`src/hw/rtl/sgr_pkg.sv`:
```
// Shared constants and types for the stable Givens rotation block.
// Used by every module of the block; depends on nothing else.
`default_nettype none
package sgr_pkg;

	// Operand width and output format.
	localparam int OPW = 32;
	localparam int OUTW = 32;
	localparam int FRAC = 30;

	// Ratio divider: one integer bit and FRAC + 1 fraction bits.
	localparam int DIV_STEPS = FRAC + 2;
	// Tau magnitude, Q1.30 (at most one).
	localparam int TW = FRAC + 1;
	// 1 + tau^2 in Q2.60.
	localparam int QW = 2 * TW;
	// Square root working width and step count.
	localparam int SQW = QW + 1;
	localparam int SQ_STEPS = FRAC + 2;
	// sqrt(1 + tau^2), Q1.30.
	localparam int MW = FRAC + 1;
	// Reciprocal divider: quotient and remainder widths, step count.
	localparam int GQW = FRAC + 2;
	localparam int GRW = MW + 1;
	localparam int G_STEPS = GQW;
	// Radius product width.
	localparam int RPW = OPW + MW;

	// Item class decided at the front.
	typedef enum logic [1:0] {
		KIND_GEN,
		KIND_BZERO,
		KIND_AZERO
	} sgr_kind_t;

	// Control and magnitude that travel with an item down the pipeline.
	typedef struct packed {
		sgr_kind_t        kind;
		logic             a_neg;
		logic             b_neg;
		logic             a_leads;
		logic [OPW-1:0]   big;
	} sgr_side_t;

	// One classified item as held in the queue.
	typedef struct packed {
		sgr_side_t        side;
		logic [OPW-1:0]   lesser;
	} sgr_item_t;

endpackage
`default_nettype wire

```
`src/hw/rtl/sgr_queue.sv`:
```
// Two-entry queue between the front end and the arithmetic pipeline.
// Depends on sgr_pkg.
`default_nettype none
module sgr_queue (
	input  wire logic               clk,
	input  wire logic               arst_n,
	input  wire logic               push,
	input  wire sgr_pkg::sgr_item_t item_in,
	input  wire logic               pop,
	output logic                    full,
	output logic                    valid,
	output sgr_pkg::sgr_item_t      item_out
);
	import sgr_pkg::*;

	sgr_item_t   mem_q [2];
	logic        wr_ptr_q;
	logic        rd_ptr_q;
	logic [1:0]  cnt_q;
	logic        do_pop;

	assign full     = (cnt_q == 2'd2);
	assign valid    = (cnt_q != 2'd0);
	assign item_out = mem_q[rd_ptr_q];
	assign do_pop   = pop && valid;

	// Entry storage.
	always_ff @(posedge clk) begin
		if (push) begin
			mem_q[wr_ptr_q] <= item_in;
		end
	end

	// Pointers and fill count.
	always_ff @(posedge clk or negedge arst_n) begin
		if (!arst_n) begin
			wr_ptr_q <= 1'b0;
			rd_ptr_q <= 1'b0;
			cnt_q    <= 2'd0;
		end else begin
			if (push) begin
				wr_ptr_q <= !wr_ptr_q;
			end
			if (do_pop) begin
				rd_ptr_q <= !rd_ptr_q;
			end
			if (push && !do_pop) begin
				cnt_q <= cnt_q + 2'd1;
			end else if (!push && do_pop) begin
				cnt_q <= cnt_q - 2'd1;
			end
		end
	end
endmodule
`default_nettype wire

```
`config.mk`:
```
export PLATFORM = sky130hd
export DESIGN_NAME = sgr_queue
export DESIGN_NICKNAME = d
export VERILOG_FILES = /design/src/hw/rtl/sgr_pkg.sv /design/src/hw/rtl/sgr_queue.sv
export SDC_FILE = /design/constraint.sdc
export NUM_CORES = 1
export LEC_CHECK = 0
export ABC_CLOCK_PERIOD_IN_PS = 7700
export BUFFER_PORTS_ARGS = -buffer_cell sky130_fd_sc_hd__buf_2
export CORE_AREA = 2 2 114 116
export DETAILED_ROUTE_END_ITERATION = 8
export DIE_AREA = 0 0 116 118
export PLACE_DENSITY = 0.72
export SLEW_MARGIN = 40
export SYNTH_ARGS = -nofsm -noshare
export SYNTH_HDL_FRONTEND = slang
export SYNTH_SLANG_ARGS = --single-unit
```
`constraint.sdc`:
```
create_clock -name clk -period 7.7 [get_ports clk]
set_input_delay 0.77 -clock clk [delete_from_list [all_inputs] [get_ports clk]]
set_output_delay 0.77 -clock clk [all_outputs]
set_load 0.02 [all_outputs]
```
# Word-level counts from Yosys, hierarchy flattened
# Memory sizes are Yosys's and may differ from the RTL's.
# Index checks and enable logic that the tools add are counted.
word_totals:
  register_bits: 4
  ramBits: 138
  inputBits: 73
  word_cells: 20
  n_memories: 1
op_classes:
  add_sub_neg: 2
  eq_ne: 1
  n_mux: 4
  n_reduce_logical: 9
memory_table:
  columns: ["memory", "depth", "width", "rd", "rd_ports_with_merged_regs", "wr", "line_no", "source"]
  rows:
  - ["mem_q", 2, 69, 1, 0, 1, "sgr_queue.sv:16", "sgr_item_t mem_q [2];"]
op_table:
  columns: ["op", "n"]
  rows:
  - ["$logic_not A1 Y1", 4]
  - ["$mux W2", 2]
  - ["$reduce_bool A2 Y1", 2]
  - ["$logic_and A1 B1 Y1", 3]
  - ["$add A2 B1 Y2 const B", 1]
  - ["$eq A2 B2 Y1 const B", 1]
  - ["$mux W1", 2]
  - ["$sub A2 B1 Y2 const B", 1]

# Logic depth before layout (Yosys ltp)
logic_depth:
  word_depth: 5
  mapped_depth: 6
  ltp_nobuf: 6

# Worst setup path before layout
# OpenSTA, ideal clock, no wires.
synth_timing:
  kind: "input to register"
  start: "in push"
  end: "mem mem_q[0][0] (netlist bit), enable pin"
  arrival_ns: 3.798
  setup_slack_ns: 3.397
  path_stages: 1
  n_path_buf: 0
  cell_sequence: "nor2b_1"
synth_via:
  elab_chain_cells: 2
synth_lines:
  columns: ["element", "line_no", "source"]
  rows:
  - ["start: declaration", "sgr_queue.sv:7", "input wire logic push,"]
  - ["$mux W1", "sgr_queue.sv:29", "if (push) begin"]
  - ["$mux W1 (not written as such)", "sgr_queue.sv:30", "mem_q[wr_ptr_q] <= item_in;"]
  - ["end: declaration", "sgr_queue.sv:16", null]
# No other way between the ends.

==> flow_metrics.py <==
metrics = {
    "sta": {
        "max_freq_ghz": 0.308,
        "setup_violations": 0,
        "slew_headroom_pct": 50.6,
        "worst_slew_pin_slew_ns": 0.741,
        "holdWs_ns": 0.154,
        "min_period_over_period_pct": 42.1,
        "final.setup_skew_ns": 0.0118,
        "finalSetupTns_ns": 0,
        "hold_violations": 0,
        "post-route-min-period_ns": 3.24,
        "rsz0062_at_grt": "false",
        "maxSlewViolCount": 0,
    },
    "setup_path": {
        "crit_family": "buffers and inverters",
        "critPathRequiredTime_ns": 6.93,
        "worstPathBufferInverterCount": 2,
        "startpoint": "rd_ptr_q$_DFFE_PN0P_",
        "crit_chain": "buf_4 -> mux2_4 -> buf_2",
        "r2r_slack_ns": 5.98,
        "worstSetupPathType": "flop to primary output",
        "reg2reg_to": "mem_q[0][65]$_DFFE_PP_",
        "worstSetupEndpointType": "primary output",
        "reg2reg_depth": 2,
        "rr_startpoint": "wr_ptr_q$_DFFE_PN0P_",
        "crit_arrival_ns": 2.47,
        "cp-start-kind": "flop",
        "max_stage_delay_ns": 0.78,
        "crit_cells": 3,
        "cp_max_fo": 41,
        "critPathSlowestCell": "dfrtp_4",
    },
    "synthesis": {
        "synth.distinct_cells": 13,
        "synth_area_per_cell_um2": 23.9,
        "ys_warn_count": 0,
        "ys_seq_area_share_pct": 76.9,
        "postSynthCellCount": 231,
        "syn-cell-area_um2": 5520,
        "syn_nets": 305,
        "synth-seq-cells": 142,
    },
    "routing": {
        "wl_um": 8810,
        "routed_via_density": 4.55,
        "dr.pass1.iters": 4,
        "wl_per_cell_um": 15.4,
        "drtIter0Drc": 106,
        "drc": 0,
        "num_vias": 2610,
        "drtAntennaViolNets": 0,
    },
    "floorplanning": {
        "die-area_um2": 13700,
        "die_x_um": 116,
        "die_height_um": 118,
        "rows": 41,
        "start_util_pct": 44.5,
        "core-area_um2": 12400,
        "io_pins": 144,
    },
    "flow_run": {
        "maxCapViolations": 0,
    },
    "finish": {
        "layout_commonest_cell": "buf_2",
        "nets": 463,
        "multi_input_area_um2": 1130,
        "mostFrequentLayoutCells": "143 x buf_2, 138 x edfxtp_1, 69 x mux2_4, 17 x clkbuf_16, 5 x clkbuf_8",
        "stdcell_area_um2": 6970,
        "area_growth_pct": 26.2,
        "num_antenna_cells": 0,
        "drive_above_1_share_pct": 62.4,
        "n_fill_cell": 985,
        "fin_cells": 574,
        "seqCellArea_um2": 4250,
    },
    "pwr": {
        "ir_worst_vdd_mv": 0.284,
        "p_total_mw": 2.78,
        "leakage_nw": 2.83,
        "p_per_area_nw_per_um2": 399,
    },
    "worst_hold_path": {
        "holdCritPathClass": "input port to asynchronous set/reset pin",
    },
    "grt": {
        "grt-ovfl-total": 0,
        "groute.usage.overall_pct": 13.5,
        "grt_max_degree": 42,
        "grt_pass1_vias": 2769,
        "antenna_found_initial": 0,
        "grt_first_pass_wirelength_um": 13600,
    },
    "cts": {
        "cts_tree": "done",
        "clkTransAtPathRegs_ns": 0.06,
        "cts_htree_levels": 4,
        "cts_made_buffers": 17,
        "cts.sinks": 142,
        "cts-root-buf": "clkbuf_16",
        "cts_setup_buffers": 0,
        "cts_max_path_buffers": 2,
        "clk_latency_ns": 0.41,
        "hold_buffers": 0,
        "post_cts_resized": 0,
    },
    "placement": {
        "routabilityCongestion": 0.666,
        "port_buffers": 143,
        "hpwl_um": 6000,
        "placed_cells": 542,
        "place_area_um2": 6360,
    },
    "status": {
        "status": "complete, no violations",
    },
}
-- cell type report --
type                            instances  area share, %
Sequential cell                       142           61.0
Multi-Input combinational cell         81           16.3
Timing Repair Buffer                  147           11.0
Clock buffer                           22           7.09
Tap cell                              172           3.09
Clock inverter                         10           1.58
-- where the power goes --
part | internal (mW) | switching [mW] | total, mW | leakage [nW]
clock | 0.517 | 0.288 | 0.805 | 0.290
combinational | 0.409 | 0.458 | 0.867 | 1.20
sequential | 1.03 | 0.0828 | 1.11 | 1.34
-- cells by family (layout without fill, tap and decap cells) --
group	after synthesis	count (layout)	synth area share (%)
buffers and inverters	8	179	2.74
multiplexers	69	69	18.8
XOR/XNOR	5	5	0.793
adder cells (fa/ha/maj)	1	1	0.227
flip-flops	142	142	76.9
AND/OR/NAND/NOR	6	6	0.589
-- cell usage after synthesis --
library cell / n / area (µm²)
mux2_4: 69 / 1040
xor2_1: 3 / 26.3
xnor2_1: 2 / 17.5
dfrtp_1: 4 / 100
edfxtp_1: 138 / 4140
or2_1: 1 / 6.26
buf_12: 7 / 140
nand2_1: 1 / 3.75
ha_1: 1 / 12.5
and2_1: 1 / 6.26
nor2b_1: 2 / 12.5
buf_6: 1 / 11.3
nor2_1: 1 / 3.75
-- worst max-delay path by stage --
stage / slack [ns] / endpoint
floorplan: 3.40 / mem_q[0][0]$_DFFE_PP_
global placement: 4.86 / item_out[51]
detailed placement: 4.86 / item_out[51]
CTS: 4.41 / item_out[51]
global route: 4.34 / item_out[51]
finish: 4.46 / item_out[51]
-- state kept, by name, indices dropped and copies added, names as in the netlist --
| signal | count |
|---|---|
| cnt_q | 2 |
| mem_q | 138 |
| rd_ptr_q | 1 |
| wr_ptr_q | 1 |
-- metal layers --
metal  part of all wire (%)  track usage, %  vias up
met5                      0               0        -
met1                     42            15.8     1262
met3                    7.6            5.92       13
met4                    1.6            6.62        0
li1                       -               -     1232
met2                     49            21.2      103
-- stage by stage --
stage	worst slack, ns	utilization [%]
final	4.46	56.1
after global routing	4.34	56.1
after global placement	4.86	51.0
after detailed placement	4.86	51.3
after floorplan	3.40	-
after CTS	4.41	56.1
Note: power is estimated with default switching activity, not from simulation.
