[src/hw/rtl/sgr_pkg.sv]
// Shared constants and types for the stable Givens rotation block.
// Used by every module of the block; depends on nothing else.
`default_nettype none
package sgr_pkg;

	// Operand width and output format.
	localparam int OPW = 32;
	localparam int OUTW = 32;
	localparam int FRAC = 30;

	// Ratio divider: one integer bit and FRAC + 1 fraction bits.
	localparam int DIV_STEPS = FRAC + 2;
	// Tau magnitude, Q1.30 (at most one).
	localparam int TW = FRAC + 1;
	// 1 + tau^2 in Q2.60.
	localparam int QW = 2 * TW;
	// Square root working width and step count.
	localparam int SQW = QW + 1;
	localparam int SQ_STEPS = FRAC + 2;
	// sqrt(1 + tau^2), Q1.30.
	localparam int MW = FRAC + 1;
	// Reciprocal divider: quotient and remainder widths, step count.
	localparam int GQW = FRAC + 2;
	localparam int GRW = MW + 1;
	localparam int G_STEPS = GQW;
	// Radius product width.
	localparam int RPW = OPW + MW;

	// Item class decided at the front.
	typedef enum logic [1:0] {
		KIND_GEN,
		KIND_BZERO,
		KIND_AZERO
	} sgr_kind_t;

	// Control and magnitude that travel with an item down the pipeline.
	typedef struct packed {
		sgr_kind_t        kind;
		logic             a_neg;
		logic             b_neg;
		logic             a_leads;
		logic [OPW-1:0]   big;
	} sgr_side_t;

	// One classified item as held in the queue.
	typedef struct packed {
		sgr_side_t        side;
		logic [OPW-1:0]   lesser;
	} sgr_item_t;

endpackage
`default_nettype wire

[src/hw/rtl/sgr_front.sv]
// Front end: takes an operand pair, forms magnitudes and classifies the item.
// Depends on sgr_pkg.
`default_nettype none
module sgr_front (
	input  wire logic                     start,
	input  wire logic                     full,
	input  wire logic [sgr_pkg::OPW-1:0]  a_value,
	input  wire logic [sgr_pkg::OPW-1:0]  b_value,
	output logic                          push,
	output sgr_pkg::sgr_item_t            item
);
	import sgr_pkg::*;

	logic [OPW-1:0] am;
	logic [OPW-1:0] bm;
	logic           an;
	logic           bn;
	logic           a_leads;

	// Magnitudes; the most negative code maps to 2^(OPW-1) exactly.
	assign an = a_value[OPW-1];
	assign bn = b_value[OPW-1];
	assign am = an ? (~a_value + 1'b1) : a_value;
	assign bm = bn ? (~b_value + 1'b1) : b_value;
	assign a_leads = !(bm > am);

	// A transfer happens whenever start is high and the queue has room.
	assign push = start && !full;

	// Classification and ordering of the operands.
	always_comb begin
		item.side.a_neg   = an;
		item.side.b_neg   = bn;
		item.side.a_leads = a_leads;
		item.side.big     = a_leads ? am : bm;
		item.lesser       = a_leads ? bm : am;
		if (bm == '0) begin
			item.side.kind = KIND_BZERO;
		end else if (am == '0) begin
			item.side.kind = KIND_AZERO;
		end else begin
			item.side.kind = KIND_GEN;
		end
	end
endmodule
`default_nettype wire

[config.mk]
export PLATFORM = sky130hd
export DESIGN_NAME = sgr_front
export DESIGN_NICKNAME = d
export VERILOG_FILES = /design/src/hw/rtl/sgr_pkg.sv /design/src/hw/rtl/sgr_front.sv
export SDC_FILE = /design/constraint.sdc
export NUM_CORES = 1
export LEC_CHECK = 0
export BUFFER_PORTS_ARGS = -buffer_cell sky130_fd_sc_hd__buf_4
export CAP_MARGIN = 10
export CORE_MARGIN = 2
export CORE_UTILIZATION = 25
export DETAILED_ROUTE_END_ITERATION = 6
export PLACE_DENSITY = 0.58
export SYNTH_ARGS = -nofsm -noshare
export SYNTH_HDL_FRONTEND = slang
export SYNTH_SLANG_ARGS = --single-unit
[constraint.sdc]
create_clock -name vclk -period 9.84
set_input_delay 2.46 -clock vclk [all_inputs]
set_output_delay 2.46 -clock vclk [all_outputs]
set_load 0.05 [all_outputs]
# == After elaboration in Yosys (flattened, before gate mapping) ==
# Index checks and enable logic that the tools add are counted.
# W data, S select, Z words.
# totals
reg_bits,0
inputBits,66
output_inout_bits,70
elab_cells,16
# op_classes
addsub,2
magnitude_cmp,1
n_mux,6
n_bitwise,2
n_reduce_logical,5
# op_table
operator,count
$mux W32,4
$add A32 B1 Y32 const B,2
$logic_not A32 Y1,2
$not A32 Y32,2
$gt A32 B32 Y1,1
$mux W2,2
$logic_not A1 Y1,2
$logic_and A1 B1 Y1,1

# == Longest topological paths before layout ==
# Gate-level depths: netlist of the first run.
# depth
depth_word,6
depth_mapped,19

# == Worst setup path before layout of the first run ==
# Ideal clock, no wire load.
# synth_path
kind,in2out
from,input a_value[18] (netlist bit)
to,output item[10] (netlist bit)
arrival_time_ns,7.007
required_time_ns,7.380
slack_ns,0.373
stages,13
n_path_buf,3
path_cell_list,buf_6 -> or4_4 -> or2_1 -> or3_4 -> or4b_1 -> ha_1 -> nand4_1 -> nor4_1 -> a221oi_1 -> a31oi_1 -> buf_1 -> buf_1 -> mux2i_1
# synth_rtl
item,line_no,source
start: declaration,sgr_front.sv:7,"input wire logic [sgr_pkg::OPW-1:0] a_value,"
end: declaration,sgr_front.sv:10,output sgr_pkg::sgr_item_t item

==> reports/results.txt, run 1 <==
For the final routed database, the setup TNS stands at 0 ns. The synthesis-to-layout area growth was 35.78%; the layout filler cell count was 1420. The tools report the number of cells after detailed placement as 753. The die covers 14570 sq um. The floorplan core area is 13300 sq um, and the overall via count from detail_route is 3929.

The run gives 753 as the post-route non-filler standard cell count. The setup path with the least slack is of type in2out. Registers take 0 sq um. Walking the worst path, the cells encountered are buf_4, or4_4, nor3_1, nand4_1, o41ai_1, xor2_1, inv_1, ha_1, nand4_1, nor4_1, a221oi_1, a31oi_4, buf_4, mux2i_1, buf_4. In this run the number of cells on the critical path is 15.

The share of the synthesized area in the top cell type came out at 0.2087. The via count of the first global-routing pass was 3870; the required arrival time at the worst endpoint was 7.38 ns. For the pin with the worst max-slew slack, the measured transition is 0.6437 ns.

Summing all placed instances gives a cell area of 4624 sq um. The area of the mapped netlist is 3406 sq um. The overall die height came out at 120.7 um. Setup repair after global routing left no endpoint under its margin.

The first routing iteration left 194 violations. Dividing the detail-routed wire length by the instance count gives 17.20 um. The total power per unit cell area was 129.0 nW/um^2; the global router's overall resource usage was 0.1696.

The synthesized area per cell was 7.469 sq um. Counting both buffers and inverters, the worst setup path holds a total of 4. The congestion estimate from routability-driven global placement came to 0.9380. For this run, the number of Yosys warnings is 0. The tools report the initial standard-cell utilization of the core as 0.2562.

The largest total area in the synthesized netlist belongs to mux2i_1. The detailed-routing iteration count for the pre-antenna-repair pass is 4, and the final-stage net count is 679. Tracing the worst setup path back leads to its startpoint at b_value[8]. Once layout is done, the placed cells without fillers occupy 4624 sq um. The commonest cells after synthesis are 71 x mux2i_1, 43 x xor2_1, 40 x inv_1, 34 x ha_1, 21 x nand2_1. Broken down by cell family, the worst path's largest delay share belongs to simple AND/OR/NAND/NOR gates. The largest individual stage delay along the critical path comes from the cell nor4_1. Core occupancy in the finished layout: 0.3478. The die is 120.7 um wide.

After synthesis, the cell types taking the most area are mux2i_1 21%, ha_1 12%, xor2_1 11%, inv_1 4.4%, a21o_1 3.3%. Entering global routing, the biggest net connects 41 pins. Counting distinct cell types in the post-synthesis netlist gives 58. The logs give 42 for the placement row count and 0 for the count of clock buffers in the final design.

The highest attainable clock frequency is 105.9 MHz, and the post-route clock period utilization is 0.9595. The most frequent cell on the critical path was buf_4. The number of inserted diodes was 0; the final critical delay including setup and external delays was 9.442 ns.

Total of max-cap violations: 0. Sequential cell count of the final layout: 0. The run gives 0 as the post-cts gate resize count.

The logs give 6.98 ns for the endpoint arrival time on the critical path and 0 for the buffers inserted during post-CTS setup optimization. Before CTS, the worst setup slack after placement is 0.4735 ns. The category of the worst setup path launch point is a primary input.

The final number of setup-violating endpoints was 0. The worst setup path is captured at a primary output. The final critical-path setup slack is 0.3983 ns.

After global routing the overflow that remains totals 0. The total of buffers placed on input and output ports came out at 136. In this run the worst hold path is classified as in2out. The run gives 556 as the synthesized netlist net count.

The multi-input combinational cells in the finished layout cover a total of 3146 sq um. Tightest slew margin relative to the limit: 0.5669. The first global-routing pass estimated 19970 um of wire.

On the final layout, the worst hold slack is 5.204 ns. The run finished with clean final reports. The maximum vdd ir drop came out at 137.7 uV. The tools report the hold buffer count at cts as 0. Yosys instantiated no cell more often than mux2i_1. The final number of hold-violating endpoints was 0; the aggregate routed wire length was 12950 um.

The largest stage delay on the critical path works out to 0.58 ns. The number of max-slew violations in the final report is 0, and the share of post-route cells with drive strength above 1 is 0.2912. The run gives 0 as the number of routed nets with antenna violations. Synthesis produced a netlist whose cell count is 456. The register area share after synthesis came out at 0. In this run the worst path has a maximum fanout of 25. The most critical setup path has its endpoint at item[50].

After legalization and detailed placement, the total HPWL measured 11190 um. The number of vias per cell after detailed routing was 5.218. For the number of remaining DRC errors, the log shows 0. The post-route total power came out at 0.5966 mW. The static leakage power is 2.243 nW, and the count of pins on the block boundary is 136. Number of antenna violations at the first check in global routing: 0.
==> cells in the final DEF (no fill, tap or decap), types with 3 or more instances in the layout <==
cell type,count
or3_1,8
inv_1,40
xnor2_1,12
nand4_1,17
nor2_1,20
and4_1,4
mux2i_1,71
o31ai_1,15
o41ai_1,4
ha_1,34
nor2b_1,3
nand3_1,11
nand2b_1,4
nor4_1,9
o21ai_0,14
xor2_2,3
nand2_1,21
a21o_1,15
xor2_1,43
o2111ai_1,4
nor3_1,16
and3_1,3
nand4b_1,3
buf_4,144
or4_1,5
a21oi_1,11
o21ai_1,4
==> where the power goes <==
part / total [mW] / switching (mW) / internal (mW) / leakage, nW
clock: 0 / 0 / 0 / 0
sequential: 0 / 0 / 0 / 0
combinational: 0.597 / 0.401 / 0.195 / 2.24
total: 0.597 / 0.401 / 0.195 / 2.24
==> cell type report <==
cell class / count / share of cell area
inverter: 42 / 0.03409
multi-input combinational: 390 / 0.6802
tap: 176 / 0.04762
timing repair buffer: 145 / 0.2381
==> routing by layer <==
layer / global-route usage / part of all wire
met3: 0.007547 / 0.050
met1: 0.2302 / 0.45
met4: 0.04942 / 0.031
met5: 0 / 0
met2: 0.2903 / 0.47
==> how the worst min path moves through the flow <==
| stage | cells past startpoint | startpoint | end |
|---|---|---|---|
| floorplan | 1 | b_value[31] | item[65] |
| global placement | 3 | full | push |
| detailed placement | 3 | full | push |
| CTS | 3 | full | push |
| global route | 3 | full | push |
| finish | 3 | full | push |
==> cell families after synthesis <==
family          Yosys count  synth area share
mux                      71            0.2087
compound gates           84            0.1797
xor+xnor                 58            0.1558
buf+inv                  66           0.08082
simple gates            143            0.2502
fa+ha+maj                34            0.1249
Note: power is estimated with default switching activity, not from simulation.
==> run 2: changes to the inputs <==
--- a/config.mk
+++ b/config.mk
@@ -10,6 +10,7 @@
 export CORE_MARGIN = 2
 export CORE_UTILIZATION = 25
 export DETAILED_ROUTE_END_ITERATION = 6
+export MAX_ROUTING_LAYER = met4
 export PLACE_DENSITY = 0.58
 export SYNTH_ARGS = -nofsm -noshare
 export SYNTH_HDL_FRONTEND = slang
==> run 2 against run 1 <==
  * Non-clock buffer count did not move
  * Critical path depth did not move
  * Maximum frequency is 0.41% higher
  * Final cell count did not move
  * Sequential share of layout area did not move
  * Design area unchanged
  * Global-route usage up 0.56 points
  * Combinational power hardly changed
  * Highest routed layer unchanged
==> reports/results.txt, run 2 (synthesis gave the netlist of run 1 again) <==
The number of design-rule violations left by the first detailed-router iteration came out at 247 (+27%). The global-route wire length before repair was 20200 um (+1.1%); the placement row count was 42 (unchanged). The tightest slew margin relative to the limit was 0.5873 (+0.02034). The number of inserted diodes is 0 (unchanged). The detailed placement HPWL came out at 11200 um (+0.14%).

The slowest stage of the critical path belongs to the cell nor4_1. The critical path starts at b_value[8]. The min-delay analysis places its worst path in the category in2out. The detailed-routing iteration count for the pre-antenna-repair pass came out at 5 (+1).

The proportion of power drawn by flip-flops and latches was 0 (unchanged); the count of pins on the block boundary was 136 (unchanged). The total internal power is 0.1953 mW (about the same), and the synthesis-to-layout area growth is 35.78% (unchanged). The tools report the category of the worst setup path launch point as a primary input. For the highest attainable clock frequency, the log shows 106.4 MHz (+0.41%).

The static leakage power was 2.243 nW (unchanged); the maximum fanout along the worst path was 25 (unchanged). The final number of setup-violating endpoints came out at 0 (unchanged). The overall die height was 120.7 um (unchanged). For the buffers inserted during post-CTS setup optimization, the log shows 0 (unchanged).

The routed wire length per instance is 17.20 um (unchanged). The start-to-end type of the worst setup path is in2out. The worst setup path is captured at a primary output. The signal on the critical path passes through buf_4, or4_4, nor3_1, nand4_1, o41ai_1, xor2_1, inv_1, ha_1, nand4_1, nor4_1, a221oi_1, a31oi_4, buf_4, mux2i_1, buf_4. The final sum of negative setup slack was 0 ns (unchanged).

Via count of the first global-routing pass: 3901 (+0.80%). The number of remaining DRC errors is 0 (unchanged), and the maximum vdd ir drop is 119.0 uV (-14%). The aggregate routed wire length was 12950 um (unchanged); the chip width was 120.7 um (unchanged). The global routing usage on met2 was 0.3005 (+0.01024); the number of routed nets with antenna violations was 0 (unchanged).

The global routing met3 resource utilization was 0.004245 (-0.003302). For the initial standard-cell utilization of the core, the log shows 0.2562 (unchanged). Most crowded layer after global routing: met2.

The largest net degree at the start of global routing was 41 (unchanged). The logs give 0.5952 mW (-0.23%) for the post-route total power and 1.000 (about the same) for the part of the power in combinational logic. The placer's final routability congestion estimate was 0.9474 (+1.0%); the endpoint arrival time on the critical path was 6.94 ns (-0.04 ns). The total of max-cap violations was 0 (unchanged); the number of antenna violations at the first check in global routing was 0 (unchanged). The final number of hold-violating endpoints was 0 (unchanged); the total of buffers placed on input and output ports was 136 (unchanged). The tools report the count of clock buffers in the final design as 0 (unchanged).

The tools report the hold buffer count at cts as 0 (unchanged). The sequential cell area in the final layout came out at 0 sq um (unchanged). Number of vias per cell after detailed routing: 5.291 (+1.4%). The logs give 0 (unchanged) for the total overflow reported by the global router and 0 (unchanged) for the number of max-slew violations in the final report.

The total power per unit cell area is 128.7 nW/um^2 (-0.23%), and the overall die area is 14570 sq um (unchanged). The logs give 7.38 ns (about the same) for the required arrival time at the worst endpoint and 0.1752 (+0.005617) for the global router's overall resource usage. Post-cts gate resize count: 0 (unchanged). In this run the worst setup path terminates at item[18]. The run gives 0.2295 (-0.0007875) as the global-route met1 utilization. The layout filler cell count is 1393 (-1.9%). Setup repair after global routing left no endpoint under its margin. The floorplan core area came out at 13300 sq um (unchanged). The transition time at the pin with the least slew margin works out to 0.6134 ns (-0.03023 ns). Post-route clock period utilization: 0.9556 (-0.003956).

The top cell types in the final layout, fill and taps aside, are 144 x buf_4, 71 x mux2i_1, 43 x xor2_1. The share of post-route cells with drive strength above 1 is 0.2912 (unchanged). The clock share of power is 0 (unchanged), and the final critical delay including setup and external delays is 9.403 ns (-0.03893 ns).

The overall via count from detail_route was 3984 (+1.4%); the net switching fraction of the power was 0.6718 (-0.0007250). The largest stage delay on the critical path works out to 0.59 ns (about the same). The run finished with clean final reports.

The most frequent cell on the critical path is buf_4. Leaving out fill and tap cells, the most frequent cell in the layout is buf_4. The logs give 0.3998 mW (-0.34%) for the reported net switching power and 3146 sq um (unchanged) for the area of the multi-input gates.

The sequential cell count of the final layout was 0 (unchanged); the final-stage net count was 679 (unchanged).
## run 2: cell counts in the layout (fill, tap and decap cells not counted)
Identical to the previous run, type by type.
## run 2: per-layer routing
metal,up-vias,wire [um]
met5,-,0
met1,1857,5708
li1,1935,-
met2,172,6157
met4,0,320
met3,20,762
## run 2: cell type report
type,instances,share of cell area
multi-input combinational,390,0.6802
inverter,42,0.03409
tap,176,0.04762
timing repair buffer,145,0.2381
## run 2: power groups by stage
stage               clock, mW  sequential [mW]  combinational, mW
floorplan                   0                0              0.413
global placement            0                0              0.588
detailed placement          0                0              0.595
CTS                         0                0              0.597
global route                0                0              0.628
finish                      0                0              0.595
## run 2: how the worst min path moves through the flow
stage,cells after the start,to,slack [ns],start
4_1_cts,3,push,5.21,full
3_3_place_gp,3,push,5.20,full
5_1_grt,3,push,5.22,full
6_report,3,push,5.20,full
2_1_floorplan,1,item[65],5.09,b_value[31]
3_5_place_dp,3,push,5.21,full
## run 2: critical path, delay by kind of cell
kind	cells	cell delay [ns]
AO/OA/AOI/OAI	3	0.80
XOR/XNOR	1	0.34
adder cells (fa/ha/maj)	1	0.30
buffers and inverters	4	0.85
multiplexers	1	0.32
AND/OR/NAND/NOR	5	1.86
## run 2: per-stage QoR
stage	util	setup slack, ns	cell area [sq um]	cells	hold WS [ns]
5_1_grt	0.3478	0.09875	4624	753	5.222
4_1_cts	0.3478	0.4325	4624	753	5.206
3_3_place_gp	0.3478	0.5152	4624	753	5.201
6_report	0.3478	0.4372	4624	753	5.204
2_1_floorplan	-	0.3730	3406	456	5.087
3_5_place_dp	0.3478	0.4496	4624	753	5.205
